`config.mk`:
```
export PLATFORM = sky130hd
export DESIGN_NAME = boolean_flag_expression_eval_core_flat
export DESIGN_NICKNAME = d
export VERILOG_FILES = /design/src/rtl/bfe_pkg.sv /design/src/rtl/bfe_if.sv /design/src/rtl/bfe_in_reg.sv /design/src/rtl/bfe_eval.sv /design/src/rtl/bfe_out_reg.sv /design/src/rtl/boolean_flag_expression_eval_core.sv /design/src/flat_wrapper.sv
export SDC_FILE = /design/constraint.sdc
export NUM_CORES = 1
export LEC_CHECK = 0
export BUFFER_PORTS_ARGS = -buffer_cell sky130_fd_sc_hd__buf_2
export CAP_MARGIN = 20
export CORE_AREA = 4 4 115 117
export DETAILED_ROUTE_END_ITERATION = 12
export DIE_AREA = 0 0 119 121
export GPL_TIMING_DRIVEN = 1
export HOLD_SLACK_MARGIN = 0.15
export PLACE_DENSITY = 0.72
export RECOVER_POWER = 25
export SLEW_MARGIN = 5
export SYNTH_ARGS = -nofsm -noshare
export SYNTH_HDL_FRONTEND = slang
export SYNTH_SLANG_ARGS = --single-unit
```
`constraint.sdc`:
```
create_clock -name i_clk -period 5.95 [get_ports i_clk]
set_input_delay 0.2975 -clock i_clk [delete_from_list [all_inputs] [get_ports i_clk]]
set_output_delay 0.2975 -clock i_clk [all_outputs]
set_load 0.05 [all_outputs]
```
`src/rtl/bfe_pkg.sv`:
```
package bfe_pkg;

    localparam int CMD_W        = 3;
    localparam int IDX_W        = 6;
    localparam int FLAG_W       = 48;
    localparam int NUM_FLAGS    = 48;
    localparam int MAX_NEST_DEF = 16;

    // Flags at or above this index read as zero.
    localparam int FLAG_LIMIT = (NUM_FLAGS < FLAG_W) ? NUM_FLAGS : FLAG_W;

    localparam logic [CMD_W-1:0] CMD_OPERAND = 3'd0;
    localparam logic [CMD_W-1:0] CMD_OPEN    = 3'd1;
    localparam logic [CMD_W-1:0] CMD_CLOSE   = 3'd2;
    localparam logic [CMD_W-1:0] CMD_AND     = 3'd3;
    localparam logic [CMD_W-1:0] CMD_OR      = 3'd4;

    typedef enum logic [1:0] {
        OP_NONE = 2'd0,
        OP_AND  = 2'd1,
        OP_OR   = 2'd2
    } t_op;

    typedef struct packed {
        logic             value;
        logic             has_value;
        t_op              op;
    } t_level;

    typedef struct packed {
        logic [CMD_W-1:0] command;
        logic [IDX_W-1:0] flag_index;
        logic             last_token;
    } t_token;

    typedef struct packed {
        logic value;
        logic error;
    } t_result;

endpackage

```
`src/rtl/bfe_if.sv`:
```
interface bfe_tok_if;
    logic                          valid;
    logic                          ready;
    logic [bfe_pkg::CMD_W-1:0]     command;
    logic [bfe_pkg::IDX_W-1:0]     flag_index;
    logic                          last_token;

    modport source (output valid, output command, output flag_index, output last_token,
                    input ready);
    modport sink   (input valid, input command, input flag_index, input last_token,
                    output ready);
endinterface

interface bfe_res_if;
    logic valid;
    logic ready;
    logic value;
    logic error;

    modport source (output valid, output value, output error, input ready);
    modport sink   (input valid, input value, input error, output ready);
endinterface

interface bfe_cfg_if;
    logic                          valid;
    logic                          ready;
    logic [bfe_pkg::FLAG_W-1:0]    data;

    modport source (output valid, output data, input ready);
    modport sink   (input valid, input data, output ready);
endinterface

```
`src/rtl/bfe_in_reg.sv`:
```
module bfe_in_reg (
    input  logic            i_clk,
    input  logic            i_rst_n,
    input  logic            i_valid,
    input  bfe_pkg::t_token i_tok,
    output logic            o_ready,
    output logic            o_valid,
    output bfe_pkg::t_token o_tok,
    input  logic            i_take
);
    import bfe_pkg::*;

    logic   r_valid;
    t_token r_tok;

    assign o_ready = !r_valid || i_take;
    assign o_valid = r_valid;
    assign o_tok   = r_tok;

    always_ff @(posedge i_clk) begin
        if (!i_rst_n) begin
            r_valid <= 1'b0;
        end else if (o_ready) begin
            r_valid <= i_valid;
        end
    end

    always_ff @(posedge i_clk) begin
        if (i_valid && o_ready) begin
            r_tok <= i_tok;
        end
    end

endmodule

```
`src/rtl/bfe_eval.sv`:
```
module bfe_eval #(
    parameter int MAX_NEST = bfe_pkg::MAX_NEST_DEF
) (
    input  logic                      i_clk,
    input  logic                      i_rst_n,
    input  logic                      i_valid,
    input  bfe_pkg::t_token           i_tok,
    input  logic [bfe_pkg::FLAG_W-1:0] i_flags,
    input  logic                      i_res_space,
    output logic                      o_take,
    output logic                      o_res_load,
    output bfe_pkg::t_result          o_res
);
    import bfe_pkg::*;

    localparam int DW  = (MAX_NEST > 1) ? $clog2(MAX_NEST) : 1;
    localparam int STK = (MAX_NEST > 1) ? MAX_NEST - 1 : 1;

    typedef struct packed {
        t_level lvl;
        logic   err;
    } t_feed;

    function automatic t_feed feed(input t_level cur, input logic v);
        t_feed f;
        f.lvl = cur;
        f.err = 1'b0;
        if (!cur.has_value) begin
            f.lvl.value     = v;
            f.lvl.has_value = 1'b1;
        end else if (cur.op == OP_AND) begin
            f.lvl.value = cur.value & v;
            f.lvl.op    = OP_NONE;
        end else if (cur.op == OP_OR) begin
            f.lvl.value = cur.value | v;
            f.lvl.op    = OP_NONE;
        end else begin
            f.err = 1'b1;
        end
        return f;
    endfunction

    t_level          r_cur;
    t_level          n_cur;
    logic [DW-1:0]   r_depth;
    logic [DW-1:0]   n_depth;
    logic            r_err;
    logic            n_err;
    t_level          r_stack [STK];
    logic            push;
    logic            pop;
    logic            flag_bit;
    logic            fin_err;
    t_feed           fed;

    assign o_take     = i_valid && (!i_tok.last_token || i_res_space);
    assign o_res_load = o_take && i_tok.last_token;

    always_comb begin
        flag_bit = 1'b0;
        if (i_tok.flag_index < IDX_W'(FLAG_LIMIT)) begin
            flag_bit = i_flags[i_tok.flag_index];
        end
    end

    always_comb begin
        n_cur   = r_cur;
        n_depth = r_depth;
        n_err   = r_err;
        push    = 1'b0;
        pop     = 1'b0;
        fed     = feed(r_stack[0], r_cur.value);
        if (!r_err) begin
            case (i_tok.command)
                CMD_OPERAND: begin
                    fed   = feed(r_cur, flag_bit);
                    n_cur = fed.lvl;
                    n_err = fed.err;
                end
                CMD_OPEN: begin
                    if (r_cur.has_value && r_cur.op == OP_NONE) begin
                        n_err = 1'b1;
                    end else if (r_depth == DW'(MAX_NEST - 1)) begin
                        n_err = 1'b1;
                    end else begin
                        push    = 1'b1;
                        n_cur   = '0;
                        n_depth = r_depth + DW'(1);
                    end
                end
                CMD_CLOSE: begin
                    if (r_depth == '0 || !r_cur.has_value || r_cur.op != OP_NONE) begin
                        n_err = 1'b1;
                    end else begin
                        pop     = 1'b1;
                        n_cur   = fed.lvl;
                        n_err   = fed.err;
                        n_depth = r_depth - DW'(1);
                    end
                end
                CMD_AND, CMD_OR: begin
                    if (!r_cur.has_value || r_cur.op != OP_NONE) begin
                        n_err = 1'b1;
                    end else begin
                        n_cur.op = (i_tok.command == CMD_AND) ? OP_AND : OP_OR;
                    end
                end
                default: begin
                    n_err = 1'b1;
                end
            endcase
        end
    end

    always_comb begin
        fin_err     = n_err || n_depth != '0 || !n_cur.has_value || n_cur.op != OP_NONE;
        o_res.error = fin_err;
        o_res.value = !fin_err && n_cur.value;
    end

    always_ff @(posedge i_clk) begin
        if (!i_rst_n) begin
            r_cur   <= '0;
            r_depth <= '0;
            r_err   <= 1'b0;
        end else if (o_take) begin
            if (i_tok.last_token) begin
                r_cur   <= '0;
                r_depth <= '0;
                r_err   <= 1'b0;
            end else begin
                r_cur   <= n_cur;
                r_depth <= n_depth;
                r_err   <= n_err;
            end
        end
    end

    // Outer levels sit in a shift stack with the innermost at entry zero.
    always_ff @(posedge i_clk) begin
        if (o_take && push) begin
            r_stack[0] <= r_cur;
            for (int i = 1; i < STK; i++) begin
                r_stack[i] <= r_stack[i-1];
            end
        end else if (o_take && pop) begin
            for (int i = 0; i < STK - 1; i++) begin
                r_stack[i] <= r_stack[i+1];
            end
        end
    end

endmodule

```
`src/rtl/bfe_out_reg.sv`:
```
module bfe_out_reg (
    input  logic             i_clk,
    input  logic             i_rst_n,
    input  logic             i_load,
    input  bfe_pkg::t_result i_res,
    output logic             o_space,
    bfe_res_if.source        o_res
);
    import bfe_pkg::*;

    logic    r_valid;
    t_result r_res;

    assign o_space     = !r_valid || o_res.ready;
    assign o_res.valid = r_valid;
    assign o_res.value = r_res.value;
    assign o_res.error = r_res.error;

    always_ff @(posedge i_clk) begin
        if (!i_rst_n) begin
            r_valid <= 1'b0;
        end else if (o_space) begin
            r_valid <= i_load;
        end
    end

    always_ff @(posedge i_clk) begin
        if (i_load && o_space) begin
            r_res <= i_res;
        end
    end

endmodule

```
`src/rtl/boolean_flag_expression_eval_core.sv`:
```
// Channel   Dir   Payload                              Word taken when
// i_tok     in    command, flag_index, last_token      valid && ready
// o_res     out   value, error                         valid && ready
// i_cfg     in    data (48-bit flag vector)            valid && ready
//
// A token enters the input register and is evaluated against the current level in
// the next cycle, so one token is taken every cycle unless a last token stalls; its
// result is registered in the output register and offered. Reset is synchronous and
// active low and clears the flag vector and the expression state. A result held in
// the output register stalls only a following last token; other tokens keep flowing.
module boolean_flag_expression_eval_core #(
    parameter int MAX_NEST = bfe_pkg::MAX_NEST_DEF
) (
    input  logic      i_clk,
    input  logic      i_rst_n,
    bfe_tok_if.sink   i_tok,
    bfe_res_if.source o_res,
    bfe_cfg_if.sink   i_cfg
);
    import bfe_pkg::*;

    logic [FLAG_W-1:0] r_flags;
    t_token            in_tok;
    t_token            reg_tok;
    logic              reg_valid;
    logic              take;
    logic              res_space;
    logic              res_load;
    t_result           res;

    assign in_tok.command    = i_tok.command;
    assign in_tok.flag_index = i_tok.flag_index;
    assign in_tok.last_token = i_tok.last_token;
    assign i_cfg.ready       = 1'b1;

    always_ff @(posedge i_clk) begin
        if (!i_rst_n) begin
            r_flags <= '0;
        end else if (i_cfg.valid) begin
            r_flags <= i_cfg.data;
        end
    end

    bfe_in_reg u_in_reg (
        .i_clk   (i_clk),
        .i_rst_n (i_rst_n),
        .i_valid (i_tok.valid),
        .i_tok   (in_tok),
        .o_ready (i_tok.ready),
        .o_valid (reg_valid),
        .o_tok   (reg_tok),
        .i_take  (take)
    );

    bfe_eval #(
        .MAX_NEST (MAX_NEST)
    ) u_eval (
        .i_clk       (i_clk),
        .i_rst_n     (i_rst_n),
        .i_valid     (reg_valid),
        .i_tok       (reg_tok),
        .i_flags     (r_flags),
        .i_res_space (res_space),
        .o_take      (take),
        .o_res_load  (res_load),
        .o_res       (res)
    );

    bfe_out_reg u_out_reg (
        .i_clk   (i_clk),
        .i_rst_n (i_rst_n),
        .i_load  (res_load),
        .i_res   (res),
        .o_space (res_space),
        .o_res   (o_res)
    );

endmodule

```
`src/flat_wrapper.sv`:
```
// flat-port wrapper written by rule: the top's interface ports become plain ports
module boolean_flag_expression_eval_core_flat import bfe_pkg::*;
#(
    parameter int MAX_NEST = bfe_pkg::MAX_NEST_DEF
)
  (i_clk, i_rst_n, i_tok_valid, i_tok_command, i_tok_flag_index, i_tok_last_token, i_tok_ready, o_res_valid, o_res_value, o_res_error, o_res_ready, i_cfg_valid, i_cfg_data, i_cfg_ready);
  bfe_tok_if i_tok_i ();
  bfe_res_if o_res_i ();
  bfe_cfg_if i_cfg_i ();
  input  logic i_clk;
  input  logic i_rst_n;
  input wire logic [$bits(i_tok_i.valid)-1:0] i_tok_valid;
  input wire logic [$bits(i_tok_i.command)-1:0] i_tok_command;
  input wire logic [$bits(i_tok_i.flag_index)-1:0] i_tok_flag_index;
  input wire logic [$bits(i_tok_i.last_token)-1:0] i_tok_last_token;
  output wire logic [$bits(i_tok_i.ready)-1:0] i_tok_ready;
  output wire logic [$bits(o_res_i.valid)-1:0] o_res_valid;
  output wire logic [$bits(o_res_i.value)-1:0] o_res_value;
  output wire logic [$bits(o_res_i.error)-1:0] o_res_error;
  input wire logic [$bits(o_res_i.ready)-1:0] o_res_ready;
  input wire logic [$bits(i_cfg_i.valid)-1:0] i_cfg_valid;
  input wire logic [$bits(i_cfg_i.data)-1:0] i_cfg_data;
  output wire logic [$bits(i_cfg_i.ready)-1:0] i_cfg_ready;
  assign i_tok_i.valid = i_tok_valid;
  assign i_tok_i.command = i_tok_command;
  assign i_tok_i.flag_index = i_tok_flag_index;
  assign i_tok_i.last_token = i_tok_last_token;
  assign i_tok_ready = i_tok_i.ready;
  assign o_res_valid = o_res_i.valid;
  assign o_res_value = o_res_i.value;
  assign o_res_error = o_res_i.error;
  assign o_res_i.ready = o_res_ready;
  assign i_cfg_i.valid = i_cfg_valid;
  assign i_cfg_i.data = i_cfg_data;
  assign i_cfg_ready = i_cfg_i.ready;
  boolean_flag_expression_eval_core #(.MAX_NEST(MAX_NEST)) u_core (.i_clk(i_clk), .i_rst_n(i_rst_n), .i_tok(i_tok_i), .o_res(o_res_i), .i_cfg(i_cfg_i));
endmodule
```
==> results.md <==
- Initial Util: 0.516
- Io pins: 68
- Mapped Nets: 566
- FMAX: 0.330 GHz
- PD cells: 275 nW/µm²
- Share of the synthesized area in the top cell type: 0.339
- Share of cells above drive strength 1: 0.282
- Outcome: finished with violations
- Initial antenna violation count: 0
- CP required: 6.28 ns
- CTS resizes: 0
- Crit path kind: input pin to register
- Nets: 677
- Root buf cell: clkbuf_16
- DP Worst Slack: 3.11 ns
- DRC: 0
- Total track usage: 0.193
- Max FO, Critical Path: 48
- Pwr Total: 2.17 mW
- CORE AREA: 12,400 µm²
- Crit. End Element: register
- Fin Hold WS: 0.167 ns
- EDFF count, synth: 72
- WL/cell: 16.8 µm
- CP startpoint kind: input pin
- Mapped Area: 6380 µm²
- Dominant cell type by area after synthesis: edfxtp_1
- Post-CTS setup buffers: 0
- Max_cap viols: 1
- Slew margin rel.: -1.28
- Via/cell ratio: 5.33
- Final ANT Viol Nets: 0
- Clock sink count: 131
- Iteration-0 DRC Markers: 213
- Failing checks: capacitance limit, slew limit
- Worst slew pin tran: 3.42 ns
- Fin. max-slew vios: 49
- Worst setup margin: 2.92 ns
- Layout Cells excl Fill: 791
- Grt ovf: 0
- Prevailing post-synth register cell: edfxtp_1
- Hold Path Class: input pin to register
- TritonRoute pass-1 iters: 4
- Row count: 41
- Crit path time final: 3.03 ns
- Setup TNS: 0 ns
- CTS tree: done
- Most frequent cells in the layout: edfxtp_1, buf_2, dfxtp_1
- VDD IR max: 0.000206 V
- Final worst path period share: 0.509
- Final setup vio count: 0
- Global-route wire length before repair: 22,000 µm
- Final Hold Fails: 0
- Syn avg cell area: 12.9 µm²
- Die width: 119 µm
- Die area: 14,400 µm²
- PortBufs: 66
- # H-tree levels: 4
- Dpl cells: 703
- Synthesis-stage register bit count: 131
- Detailed placement HPWL: 8390 µm
- Synth unique cells: 66
- Via count: 4,218
- Layout Skew: 0.00682 ns
- Vias in the first global route: 4,507
- Worst-path clk slew: 0.05 ns
- YS warnings: 0
- Cells after synthesis: 494
- Clk_lat worst skew: 0.42 ns
- Post-synthesis sequential area ratio: 0.524
- Max clock buf depth: 2
- Async S/R FF share, synth: 0
- Final WL: 13,300 µm
- Crit path DAT: 3.36 ns
- CTS Buf Count: 17
- RSZ-0062 raised after global routing: no
- Leakage: 2.97 nW
- Die Y: 121 µm
- GP Congestion: 0.825
- Pin count of the biggest net entering global routing: 60
- Commonest non-fill, non-tap cell in the layout: edfxtp_1
- Synth area leaders: edfxtp_1, dfxtp_1, mux2_2
- Layout area overhead: 23.5%
==> timing repair <==
action	4_1_cts	5_1_grt
setup endpoints to repair	0	0
hold buffers	54	0
endpoints found under the hold margin	54	0
==> metal layers <==
metal / vias to the layer above / global-route usage / share of wire
met5: - / 0 / 0
met4: 0 / 0.0710 / 0.017
met3: 20 / 0.0667 / 0.057
met2: 110 / 0.320 / 0.50
met1: 2029 / 0.233 / 0.43
li1: 2059 / - / -
==> cell usage after synthesis (all sizes together) (2+ instances only) <==
library cell  instances
and2                  8
nor3                  3
mux4                 13
clkbuf               13
dfxtp                59
nand3                 8
o21ai                13
nand4                 3
edfxtp               72
a2111oi               3
nor4                  2
a32oi                 2
ha                    9
nand2b                2
a21boi                5
buf                  20
nor2b                53
a21oi                10
a22oi                 4
mux2                 54
and3                  2
nor2                 10
inv                  15
o211ai                6
or3b                  3
a221oi                3
mux2i                55
a211oi                2
a21o                  3
nand2                16
and3b                 2
nor4b                 3
==> critical path: stages <==
cell	delay [ns]
buf_2	0.08
clkbuf_1	2.38
mux2i_1	0.29
nor2b_1	0.26
==> stage by stage <==
step                instance area [µm²]   util
global placement                   6780  0.549
global route                       7880  0.637
detailed placement                 6780  0.549
floorplan                          6380      -
CTS                                7880  0.637
finish                             7880  0.637
==> final timing paths <==
| check | from | end | slack [ns] | cells after the start |
|---|---|---|---|---|
| hold reg to reg | u_core.u_eval.r_stack[1][23] | u_core.u_eval.r_stack[1][27] | 0.44 | 0 |
| hold / removal | i_cfg_data[30] | u_core.r_flags[30] | 0.17 | 3 |
| setup / recovery | i_cfg_valid | u_core.r_flags[31] | 2.92 | 4 |
| setup reg to reg | u_core.u_in_reg.o_tok[9] | u_core.u_eval.r_stack[0][3] | 3.12 | 4 |
==> registers in the layout (all words and copies together) (netlist names) <==
name,count
u_core.u_out_reg.o_res.valid,1
u_core.u_in_reg.o_valid,1
u_core.u_out_reg.o_res.error,1
u_core.u_in_reg.o_tok,10
u_core.u_eval.r_cur,4
u_core.u_eval.r_err,1
u_core.u_eval.r_depth,4
u_core.u_out_reg.o_res.value,1
u_core.u_eval.r_stack,60
u_core.r_flags,48
==> power breakdown <==
| group | leakage (nW) | internal, mW | switching, mW | total [mW] |
|---|---|---|---|---|
| combinational | 1.57 | 0.101 | 0.0711 | 0.172 |
| sequential | 1.14 | 0.980 | 0.0258 | 1.01 |
| clock | 0.266 | 0.608 | 0.382 | 0.990 |
==> cells by family after synthesis <==
group,after synthesis,synth area share
other cells,1,0.000588
buf+inv,48,0.0375
mux,122,0.228
simple gates,121,0.113
compound gates,62,0.0794
fa+ha+maj,9,0.0177
flops,131,0.524
==> final cells by class <==
cell class | instances | area, µm²
multi-input cells | 315 | 2810
clock inverters | 12 | 115
fillers | 940 | 4480
flip-flops and latches | 131 | 3340
repair buffers | 125 | 902
inverters | 15 | 56.3
clock buffers | 20 | 437
well taps | 172 | 215
diodes | 1 | 2.50
Power figures use the tool's default switching activity.
